### src/hdl/stt_pkg.sv
// Package for the software timer table: shared types, constants and helpers.
// Used by stt_cell and software_timer_table_unit; depends on nothing else.
package stt_pkg;

	localparam int TIME_W        = 31;
	localparam int HB_W          = 22;
	localparam int POLL_W        = 41;
	localparam int MS_W          = 10;
	localparam int SLOTS_DEF     = 16;
	localparam int KEY_BITS_DEF  = 16;

	localparam logic [TIME_W-1:0] TIME_SAT    = 31'h7FFF_FFFE;
	localparam logic [TIME_W-1:0] TIME_NONE   = 31'h7FFF_FFFF;
	localparam logic [MS_W-1:0]   MS_PER_UNIT = 10'd1000;
	localparam logic [HB_W-1:0]   HB_RESET    = 22'd60;

	typedef enum logic [1:0] {
		OP_SET   = 2'd0,
		OP_CLEAR = 2'd1,
		OP_FIRE  = 2'd2,
		OP_POLL  = 2'd3
	} op_t;

	typedef enum logic [2:0] {
		S_IDLE,
		S_SCAN,
		S_APPEND,
		S_DONE,
		S_FSCAN,
		S_FIRE,
		S_POLL,
		S_MUL
	} state_t;

	// Shift and load commands broadcast to every cell of the chain.
	typedef struct packed {
		logic pop;
		logic push;
	} cell_ctl_t;

	// Sum of two times, saturated at the largest valid deadline.
	function automatic logic [TIME_W-1:0] sat_add(input logic [TIME_W-1:0] a,
			input logic [TIME_W-1:0] b);
		logic [TIME_W:0] s;
		s = {1'b0, a} + {1'b0, b};
		return (s > {1'b0, TIME_SAT}) ? TIME_SAT : s[TIME_W-1:0];
	endfunction

endpackage

### src/hdl/stt_cell.sv
// One slot of the timer chain: key, deadline and period of a single entry.
// Depends on stt_pkg; instantiated in a row by software_timer_table_unit.
module stt_cell import stt_pkg::*; #(
	parameter int KEY_BITS = KEY_BITS_DEF,
	parameter int IDX_W    = 4,
	parameter int INDEX    = 0
) (
	input  logic                clk,
	input  cell_ctl_t           ctl,
	input  logic [IDX_W-1:0]    wpos,
	input  logic [KEY_BITS-1:0] push_key,
	input  logic [TIME_W-1:0]   push_deadline,
	input  logic [TIME_W-1:0]   push_period,
	input  logic [KEY_BITS-1:0] nb_key,
	input  logic [TIME_W-1:0]   nb_deadline,
	input  logic [TIME_W-1:0]   nb_period,
	output logic [KEY_BITS-1:0] key,
	output logic [TIME_W-1:0]   deadline,
	output logic [TIME_W-1:0]   period
);

	logic [KEY_BITS-1:0] key_q;
	logic [TIME_W-1:0]   deadline_q;
	logic [TIME_W-1:0]   period_q;
	logic                sel;

	assign sel = ctl.push && (wpos == IDX_W'(INDEX));

	// A push into this slot wins over the shift from the upper neighbor.
	always_ff @(posedge clk) begin
		if (sel) begin
			key_q      <= push_key;
			deadline_q <= push_deadline;
			period_q   <= push_period;
		end else if (ctl.pop) begin
			key_q      <= nb_key;
			deadline_q <= nb_deadline;
			period_q   <= nb_period;
		end
	end

	assign key      = key_q;
	assign deadline = deadline_q;
	assign period   = period_q;

endmodule

### src/hdl/software_timer_table_unit.sv
// Top level of the software timer table: a chain of timer cells and its sequencer.
// Depends on stt_pkg and stt_cell.
//
// Usage: one input channel (in_valid/in_stall) carries an operation: set, clear,
// fire or poll. One output channel (out_valid/out_stall) returns its results.
// Set, clear and poll return one transaction; fire returns one transaction per
// expired timer (or one with fired_valid low when none expired), the final one
// marked by last. The user must write the heartbeat register through cfg_wr_en
// and cfg_wr_data only while the block is idle; the block does not enforce it.
// The entries live in a shift chain, and every pass pops the head entry and
// pushes it back at the tail unless it is dropped, one entry per cycle unless
// a fire pass holds for a stalled result. A set scans the chain, dropping any
// entry with its key, and then appends the new entry; a clear only scans. A
// poll computes the time left and then multiplies it by MS_PER_UNIT. A fire
// first scans the chain; if any timer expired, a second pass updates the
// table and reports each expired key.
// The block takes a new operation once the previous one has finished; its
// last result may still be waiting in the output register.
// Reset empties the table, clears the earliest deadline and sets the
// heartbeat to 60. A stalled receiver freezes the output register, and a fire
// pass holds at the next expired entry until the register frees up.
module software_timer_table_unit import stt_pkg::*; #(
	parameter int TIMER_SLOTS = SLOTS_DEF,
	parameter int KEY_BITS    = KEY_BITS_DEF
) (
	input  logic                clk,
	input  logic                arst_n,
	input  logic                cfg_wr_en,
	input  logic [HB_W-1:0]     cfg_wr_data,
	input  logic                in_valid,
	output logic                in_stall,
	input  logic [1:0]          opcode,
	input  logic [TIME_W-1:0]   now_time,
	input  logic [KEY_BITS-1:0] timer_key,
	input  logic [TIME_W-1:0]   delay,
	input  logic [TIME_W-1:0]   period,
	output logic                out_valid,
	input  logic                out_stall,
	output logic [KEY_BITS-1:0] fired_key,
	output logic                fired_valid,
	output logic [POLL_W-1:0]   poll_timeout,
	output logic [TIME_W-1:0]   next_deadline,
	output logic                status,
	output logic                last
);

	localparam int CNT_W = $clog2(TIMER_SLOTS + 1);
	localparam int IDX_W = (TIMER_SLOTS > 1) ? $clog2(TIMER_SLOTS) : 1;

	// Chain wiring.
	logic [KEY_BITS-1:0] c_key [TIMER_SLOTS];
	logic [TIME_W-1:0]   c_dl  [TIMER_SLOTS];
	logic [TIME_W-1:0]   c_per [TIMER_SLOTS];
	cell_ctl_t           ctl;
	logic [IDX_W-1:0]    wpos;
	logic [KEY_BITS-1:0] p_key;
	logic [TIME_W-1:0]   p_dl;
	logic [TIME_W-1:0]   p_per;

	genvar gi;
	generate
		for (gi = 0; gi < TIMER_SLOTS; gi++) begin : g_cell
			logic [KEY_BITS-1:0] nb_key;
			logic [TIME_W-1:0]   nb_dl;
			logic [TIME_W-1:0]   nb_per;
			if (gi == TIMER_SLOTS - 1) begin : g_top
				assign nb_key = '0;
				assign nb_dl  = '0;
				assign nb_per = '0;
			end else begin : g_mid
				assign nb_key = c_key[gi+1];
				assign nb_dl  = c_dl[gi+1];
				assign nb_per = c_per[gi+1];
			end
			stt_cell #(
				.KEY_BITS(KEY_BITS),
				.IDX_W   (IDX_W),
				.INDEX   (gi)
			) u_cell (
				.clk          (clk),
				.ctl          (ctl),
				.wpos         (wpos),
				.push_key     (p_key),
				.push_deadline(p_dl),
				.push_period  (p_per),
				.nb_key       (nb_key),
				.nb_deadline  (nb_dl),
				.nb_period    (nb_per),
				.key          (c_key[gi]),
				.deadline     (c_dl[gi]),
				.period       (c_per[gi])
			);
		end
	endgenerate

	// Control and working registers.
	state_t              state_q, state_d;
	op_t                 op_q, op_d;
	logic [TIME_W-1:0]   now_q, now_d;
	logic [KEY_BITS-1:0] key_q, key_d;
	logic [TIME_W-1:0]   delay_q, delay_d;
	logic [TIME_W-1:0]   per_q, per_d;
	logic [CNT_W-1:0]    cnt_q, cnt_d;
	logic [CNT_W-1:0]    step_q, step_d;
	logic [CNT_W-1:0]    rem_q, rem_d;
	logic [CNT_W-1:0]    ftot_q, ftot_d;
	logic [CNT_W-1:0]    fleft_q, fleft_d;
	logic [TIME_W-1:0]   min_q, min_d;
	logic [TIME_W-1:0]   nd_q, nd_d;
	logic [TIME_W-1:0]   ed_q, ed_d;
	logic [TIME_W-1:0]   t_q, t_d;
	logic                stat_q, stat_d;
	logic [HB_W-1:0]     hb_q;

	// Output register.
	logic                o_valid_q;
	logic [KEY_BITS-1:0] o_key_q, o_key_d;
	logic                o_fv_q, o_fv_d;
	logic [POLL_W-1:0]   o_poll_q, o_poll_d;
	logic [TIME_W-1:0]   o_nd_q, o_nd_d;
	logic                o_stat_q, o_stat_d;
	logic                o_last_q, o_last_d;
	logic                o_load;
	logic                out_can;

	// Head of the chain and the values derived from it.
	logic [KEY_BITS-1:0] h_key;
	logic [TIME_W-1:0]   h_dl;
	logic [TIME_W-1:0]   h_per;
	logic                h_fires;
	logic [TIME_W-1:0]   h_next;
	logic [TIME_W-1:0]   new_dl;
	logic [CNT_W-1:0]    cnt_m1;
	logic [POLL_W-1:0]   poll_prod;
	logic                in_acc;

	assign h_key   = c_key[0];
	assign h_dl    = c_dl[0];
	assign h_per   = c_per[0];
	assign h_fires = (h_dl <= now_q);
	assign h_next  = sat_add(h_dl, h_per);
	assign new_dl  = sat_add(now_q, delay_q);
	assign cnt_m1  = cnt_q - CNT_W'(1);
	assign wpos    = ctl.pop ? cnt_m1[IDX_W-1:0] : cnt_q[IDX_W-1:0];
	assign poll_prod = t_q * MS_PER_UNIT;

	assign in_stall = (state_q != S_IDLE);
	assign in_acc   = in_valid && !in_stall;
	assign out_can  = !o_valid_q || !out_stall;

	always_comb begin
		state_d  = state_q;
		op_d     = op_q;
		now_d    = now_q;
		key_d    = key_q;
		delay_d  = delay_q;
		per_d    = per_q;
		cnt_d    = cnt_q;
		step_d   = step_q;
		rem_d    = rem_q;
		ftot_d   = ftot_q;
		fleft_d  = fleft_q;
		min_d    = min_q;
		nd_d     = nd_q;
		ed_d     = ed_q;
		t_d      = t_q;
		stat_d   = stat_q;
		ctl      = '0;
		p_key    = h_key;
		p_dl     = h_dl;
		p_per    = h_per;
		o_load   = 1'b0;
		o_key_d  = '0;
		o_fv_d   = 1'b0;
		o_poll_d = '0;
		o_nd_d   = ed_q;
		o_stat_d = 1'b0;
		o_last_d = 1'b1;

		case (state_q)
			S_IDLE: begin
				if (in_acc) begin
					op_d    = op_t'(opcode);
					now_d   = now_time;
					key_d   = timer_key;
					delay_d = delay;
					per_d   = period;
					step_d  = cnt_q;
					rem_d   = '0;
					ftot_d  = '0;
					min_d   = TIME_NONE;
					stat_d  = 1'b0;
					case (op_t'(opcode))
						OP_SET:   state_d = S_SCAN;
						OP_CLEAR: state_d = S_SCAN;
						OP_FIRE:  state_d = S_FSCAN;
						OP_POLL:  state_d = S_POLL;
						default:  state_d = S_IDLE;
					endcase
				end
			end
			S_SCAN: begin
				// Drop the entry whose key matches, recirculate the rest.
				if (step_q != '0) begin
					ctl.pop = 1'b1;
					step_d  = step_q - CNT_W'(1);
					if (h_key != key_q) begin
						ctl.push = 1'b1;
						if (h_dl < min_q) begin
							min_d = h_dl;
						end
					end else begin
						cnt_d = cnt_m1;
					end
				end else if (op_q == OP_SET) begin
					state_d = S_APPEND;
				end else begin
					state_d = S_DONE;
				end
			end
			S_APPEND: begin
				if (cnt_q < CNT_W'(TIMER_SLOTS)) begin
					ctl.push = 1'b1;
					p_key    = key_q;
					p_dl     = new_dl;
					p_per    = per_q;
					cnt_d    = cnt_q + CNT_W'(1);
					if (new_dl < min_q) begin
						min_d = new_dl;
					end
				end else begin
					stat_d = 1'b1;
				end
				state_d = S_DONE;
			end
			S_DONE: begin
				if (out_can) begin
					o_load   = 1'b1;
					o_nd_d   = (cnt_q == '0) ? '0 : min_q;
					o_stat_d = stat_q;
					ed_d     = o_nd_d;
					state_d  = S_IDLE;
				end
			end
			S_FSCAN: begin
				// First pass: count expirations and find the resulting minimum
				// without changing the table.
				if (step_q != '0) begin
					ctl.pop  = 1'b1;
					ctl.push = 1'b1;
					step_d   = step_q - CNT_W'(1);
					if (h_fires) begin
						ftot_d = ftot_q + CNT_W'(1);
						if (h_per != '0) begin
							rem_d = rem_q + CNT_W'(1);
							if (h_next < min_q) begin
								min_d = h_next;
							end
						end
					end else begin
						rem_d = rem_q + CNT_W'(1);
						if (h_dl < min_q) begin
							min_d = h_dl;
						end
					end
				end else if (ftot_q == '0) begin
					state_d = S_DONE;
				end else begin
					step_d  = cnt_q;
					fleft_d = ftot_q;
					nd_d    = (rem_q == '0) ? '0 : min_q;
					state_d = S_FIRE;
				end
			end
			S_FIRE: begin
				// Second pass: update the table and report each expired key.
				if (step_q == '0) begin
					state_d = S_IDLE;
				end else if (!h_fires) begin
					ctl.pop  = 1'b1;
					ctl.push = 1'b1;
					step_d   = step_q - CNT_W'(1);
				end else if (out_can) begin
					ctl.pop  = 1'b1;
					step_d   = step_q - CNT_W'(1);
					fleft_d  = fleft_q - CNT_W'(1);
					o_load   = 1'b1;
					o_key_d  = h_key;
					o_fv_d   = 1'b1;
					o_nd_d   = nd_q;
					o_last_d = (fleft_q == CNT_W'(1));
					ed_d     = nd_q;
					if (h_per != '0) begin
						ctl.push = 1'b1;
						p_dl     = h_next;
					end else begin
						cnt_d = cnt_m1;
					end
				end
			end
			S_POLL: begin
				if (cnt_q == '0) begin
					t_d = TIME_W'(hb_q);
				end else if (ed_q > now_q) begin
					t_d = ed_q - now_q;
				end else begin
					t_d = '0;
				end
				state_d = S_MUL;
			end
			S_MUL: begin
				if (out_can) begin
					o_load   = 1'b1;
					o_poll_d = poll_prod;
					state_d  = S_IDLE;
				end
			end
			default: begin
				state_d = S_IDLE;
			end
		endcase
	end

	always_ff @(posedge clk or negedge arst_n) begin
		if (!arst_n) begin
			state_q   <= S_IDLE;
			cnt_q     <= '0;
			ed_q      <= '0;
			hb_q      <= HB_RESET;
			o_valid_q <= 1'b0;
		end else begin
			state_q <= state_d;
			cnt_q   <= cnt_d;
			ed_q    <= ed_d;
			if (cfg_wr_en) begin
				hb_q <= cfg_wr_data;
			end
			if (o_load) begin
				o_valid_q <= 1'b1;
			end else if (!out_stall) begin
				o_valid_q <= 1'b0;
			end
		end
	end

	always_ff @(posedge clk) begin
		op_q    <= op_d;
		now_q   <= now_d;
		key_q   <= key_d;
		delay_q <= delay_d;
		per_q   <= per_d;
		step_q  <= step_d;
		rem_q   <= rem_d;
		ftot_q  <= ftot_d;
		fleft_q <= fleft_d;
		min_q   <= min_d;
		nd_q    <= nd_d;
		t_q     <= t_d;
		stat_q  <= stat_d;
		if (o_load) begin
			o_key_q  <= o_key_d;
			o_fv_q   <= o_fv_d;
			o_poll_q <= o_poll_d;
			o_nd_q   <= o_nd_d;
			o_stat_q <= o_stat_d;
			o_last_q <= o_last_d;
		end
	end

	assign out_valid     = o_valid_q;
	assign fired_key     = o_key_q;
	assign fired_valid   = o_fv_q;
	assign poll_timeout  = o_poll_q;
	assign next_deadline = o_nd_q;
	assign status        = o_stat_q;
	assign last          = o_last_q;

`ifndef SYNTH
	a_cnt_bound: assert property (@(posedge clk) disable iff (!arst_n)
		cnt_q <= CNT_W'(TIMER_SLOTS))
		else $error("entry count exceeds the table size");

	a_fire_all_sent: assert property (@(posedge clk) disable iff (!arst_n)
		(state_q == S_FIRE && step_q == '0) |-> fleft_q == '0)
		else $error("fire pass ended with expired keys not reported");

	a_nonlast_in_fire: assert property (@(posedge clk) disable iff (!arst_n)
		(o_valid_q && !o_last_q) |-> state_q == S_FIRE)
		else $error("non-final result outside a fire pass");

	a_append_after_scan: assert property (@(posedge clk) disable iff (!arst_n)
		(state_q == S_APPEND) |-> step_q == '0)
		else $error("append before the scan finished");
`endif

endmodule

### config.mk
export PLATFORM = sky130hd
export DESIGN_NAME = software_timer_table_unit
export DESIGN_NICKNAME = d
export VERILOG_FILES = /design/src/hdl/stt_pkg.sv /design/src/hdl/stt_cell.sv /design/src/hdl/software_timer_table_unit.sv
export SDC_FILE = /design/constraint.sdc
export NUM_CORES = 2
export LEC_CHECK = 0
export BUFFER_PORTS_ARGS = -buffer_cell sky130_fd_sc_hd__buf_2
export CAP_MARGIN = 40
export CORE_UTILIZATION = 45
export CTS_BUF_LIST = sky130_fd_sc_hd__clkbuf_8
export DETAILED_ROUTE_END_ITERATION = 7
export MAX_ROUTING_LAYER = met4
export PLACE_DENSITY_LB_ADDON = 0.05
export SYNTH_ARGS = -nofsm -noshare
export SYNTH_HDL_FRONTEND = slang
export SYNTH_SLANG_ARGS = --single-unit
### constraint.sdc
create_clock -name clk -period 12.1 [get_ports clk]
set_input_delay 1.21 -clock clk [delete_from_list [all_inputs] [get_ports clk]]
set_output_delay 1.21 -clock clk [all_outputs]
set_load 0.02 [all_outputs]
==> metrics.md <==
| Metric | Value |
|---|---|
| Maximum vdd ir drop | 0.000456 V |
| Yosys top cell area share | 0.593 |
| Post-route worst setup slack | 5.22 ns |
| Cts bufs inserted | 306 |
| Pin count of the biggest net entering global routing | 110 |
| Crit end category | flip-flop |
| GRT met3 Usage | 0.0343 |
| Worst Reg-to-Reg Cells | 14 |
| Final Setup Violations | 0 |
| Fmax | 145 MHz |
| Register bit total from synthesis | 1623 |
| DRT Wirelength | 217000 um |
| Slew at the pin with the worst max-slew slack | 0.972 ns |
| Yosys warning count | 0 |
| Rows | 153 |
| Fillers | 15800 |
| Final Critical Period | 6.88 ns |
| I/O pins | 231 |
| CTS clk-pin slew, worst paths | 0.06 ns |
| Tot GR Track Use | 0.250 |
| First-pass GRT wire length | 329000 um |
| Die height | 421 um |
| Crit path cell chain | ha_1, nand4_1, nor3_1, a221oi_1, o22ai_1, a21oi_2, nand2_1, o21bai_2, buf_4, nor2_1, o31ai_1, and2_4, or2_4, buf_4 |
| Avg Cell Area, Syn | 11.5 sq um |
| RSZ-0062 raised after global routing | false |
| Share of flip-flops with an asynchronous set or reset | 0.0382 |
| Routed vias | 53200 |
| Full die area | 0.177 sq mm |
| Post-CTS setup buffer count | 0 |
| Root Driver | clkbuf_8 |
| Slowest cell on crit path | a221oi_1 |
| CP Launch Type | flip-flop |
| Crit path buf inv count | 2 |
| LEAKAGE | 34.5 nW |
| Top-count cell post-synth | edfxtp_1 |
| Cts hold-fix bufs | 0 |
| Core ar. | 0.174 sq mm |
| Sink Count | 1623 |
| Worst Path Required | 12.71 ns |
| Worst-Skew Late Latency | 1.03 ns |
| Status | finished clean |
| Drt pass-1 iters | 8 |
| Register area | 0.0484 sq mm |
| Post-Syn Instances | 6853 |
| Final ANT Viol Nets | 0 |
| Resize count post-CTS | 0 |
| HP Class | in -> async |
| CTS tree | built |
| Initial antenna violation count | 10 |
| Synth cell count leaders | edfxtp_1, nor2_1, a21oi_1, nand2_1, o21ai_0 |
| Layout Nets | 7666 |
| Place WS | 5.36 ns |
| Post-synth EDFFs | 1561 |
| Final Hold Fails | 0 |
| Die width | 421 um |
| Number of remaining DRC errors | 0 |
| Reg2reg end | g_cell[1].u_cell.period[24] |
| GRT busiest layer | met2 |
| Power per standard cell area | 336 mW/mm^2 |
| Synth-to-layout area growth | 12.1% |
| CP delay by family, top | compound AO/OA/AOI/OAI gates |
| Met1 Resource Use GR | 0.333 |
| Layout cells sized above 1 | 0.127 |
| Synth unique cells | 93 |
| Most common cell on crit path | buf_4 |
| Post-synth design cell area | 0.0790 sq mm |
| Placer Congestion | 0.948 |
| Post-DP HPWL | 156000 um |
| Total congestion overflow | 0 |
| Max Cap Viol | 0 |
| FF-to-FF setup slack | 5.22 ns |
| Critical-path maximum fanout | 66 |
| Starting Density | 0.454 |
| CP Class | reg -> reg |
| Worst rel slew slack | 0.350 |
| Via-per-instance ratio | 5.51 |
| 1st-iter DRT viols | 3856 |
| Final slew viol count | 0 |
| Part of the cycle the worst path needs | 0.568 |
| IO buf count | 227 |
| Cell taking the most area after synthesis | edfxtp_1 |
| Average routed wire per standard cell | 22.5 um |
| Synth Flop Type | edfxtp_1 |
| Largest stage delay, worst path | 0.79 ns |
| Critical Path AT | 7.48 ns |
| Top cells by area, synth | edfxtp_1, a21oi_1, ha_1, nor2_1, o21ai_0 |
| Vias in the first global route | 51800 |
| Sequential fraction of the synthesis area | 0.613 |
| Final setup TNS | 0 ns |
| GRT met2 Usage | 0.383 |
| Max Root-Sink Buffers | 4 |
| Area of the multi-input gates | 0.0282 sq mm |
| Post-Route Skew | 0.0835 ns |
| H-tree Lvls | 5 |
| Worst r2r src | g_cell[0].u_cell.deadline[29] |
==> worst max path at each step <==
stage	start	to	slack [ns]	depth (start not counted)
floorplan	g_cell[0].u_cell.deadline[1]	min_q[0]	5.90	22
global placement	g_cell[0].u_cell.deadline[29]	g_cell[0].u_cell.period[12]	5.05	14
detailed placement	g_cell[0].u_cell.deadline[29]	g_cell[1].u_cell.period[11]	5.36	14
CTS	g_cell[0].u_cell.deadline[29]	g_cell[1].u_cell.period[24]	5.35	14
global route	g_cell[0].u_cell.deadline[29]	g_cell[1].u_cell.period[24]	5.07	14
finish	g_cell[0].u_cell.deadline[29]	g_cell[1].u_cell.period[24]	5.22	14
==> kinds of logic after synthesis <==
group                      synth area share
and+or+nand+nor                       0.107
AOI/OAI and AO/OA                     0.139
DFF                                   0.613
buffers and inverters                0.0360
adders and majority gates            0.0781
xor gates and xnor gates             0.0130
muxes                                0.0135
other                             0.0000475
==> placed cells by master (no fill, tap or decap), drive strengths merged, types with 19 or more instances in the layout <==
master,count
nand2,682
xnor2,56
dfrtp,58
mux2,26
a222oi,31
a21o,107
a211oi,24
and3,24
o211ai,19
a21oi,898
xor2,61
nor2,960
nand3,46
a221oi,21
buf,395
o21ai,623
nor4,26
edfxtp,1561
mux2i,77
fa,117
inv,313
ha,306
nand4,46
clkbuf,322
or2,22
a221o,20
nor3,48
and2,51
nand2b,40
clkinv,88
==> flip-flops by register name, indices dropped and copies added (netlist names), 16 cells and up <==
signal	count
g_cell.u_cell.key	256
min_q	31
ed_q	31
t_q	31
key_q	16
hb_q	22
per_q	31
fired_key	16
delay_q	31
g_cell.u_cell.period	496
nd_q	31
poll_timeout	38
now_q	31
next_deadline	31
g_cell.u_cell.deadline	496
==> layout make-up <==
| cell class | instances | share of cell area |
|---|---|---|
| Multi-Input combinational cell | 4569 | 0.319 |
| Tap cell | 2325 | 0.0328 |
| Clock inverter | 200 | 0.00999 |
| Antenna cell | 10 | 0.000283 |
| Timing Repair Buffer | 396 | 0.0321 |
| Sequential cell | 1623 | 0.547 |
| Inverter | 209 | 0.00886 |
| Clock buffer | 322 | 0.0500 |
==> per-stage QoR <==
step	hold WS [ns]	area [sq um]	std cells	power (W)	utilization
finish	0.196	88600	9654	0.0298	0.508
global route	0.145	88500	9649	0.0318	0.508
CTS	0.0918	88500	9642	0.0300	0.508
detailed placement	0.490	83200	9120	0.0251	0.478
global placement	0.474	82400	9067	0.0247	0.473
floorplan	0.449	79000	6855	0.0201	-
==> routing by layer <==
layer / share of wire / wire (um)
met1: 0.45 / 97700
met4: 0.045 / 9840
met5: 0 / 0
met3: 0.047 / 10200
met2: 0.46 / 99300
==> power by group <==
| group | total, W | switching (W) | internal (W) |
|---|---|---|---|
| Combinational | 0.0132 | 0.00896 | 0.00428 |
| Sequential | 0.0117 | 0.00115 | 0.0106 |
| Clock | 0.00481 | 0.00231 | 0.00250 |
Note: power is estimated with default switching activity, not from simulation.
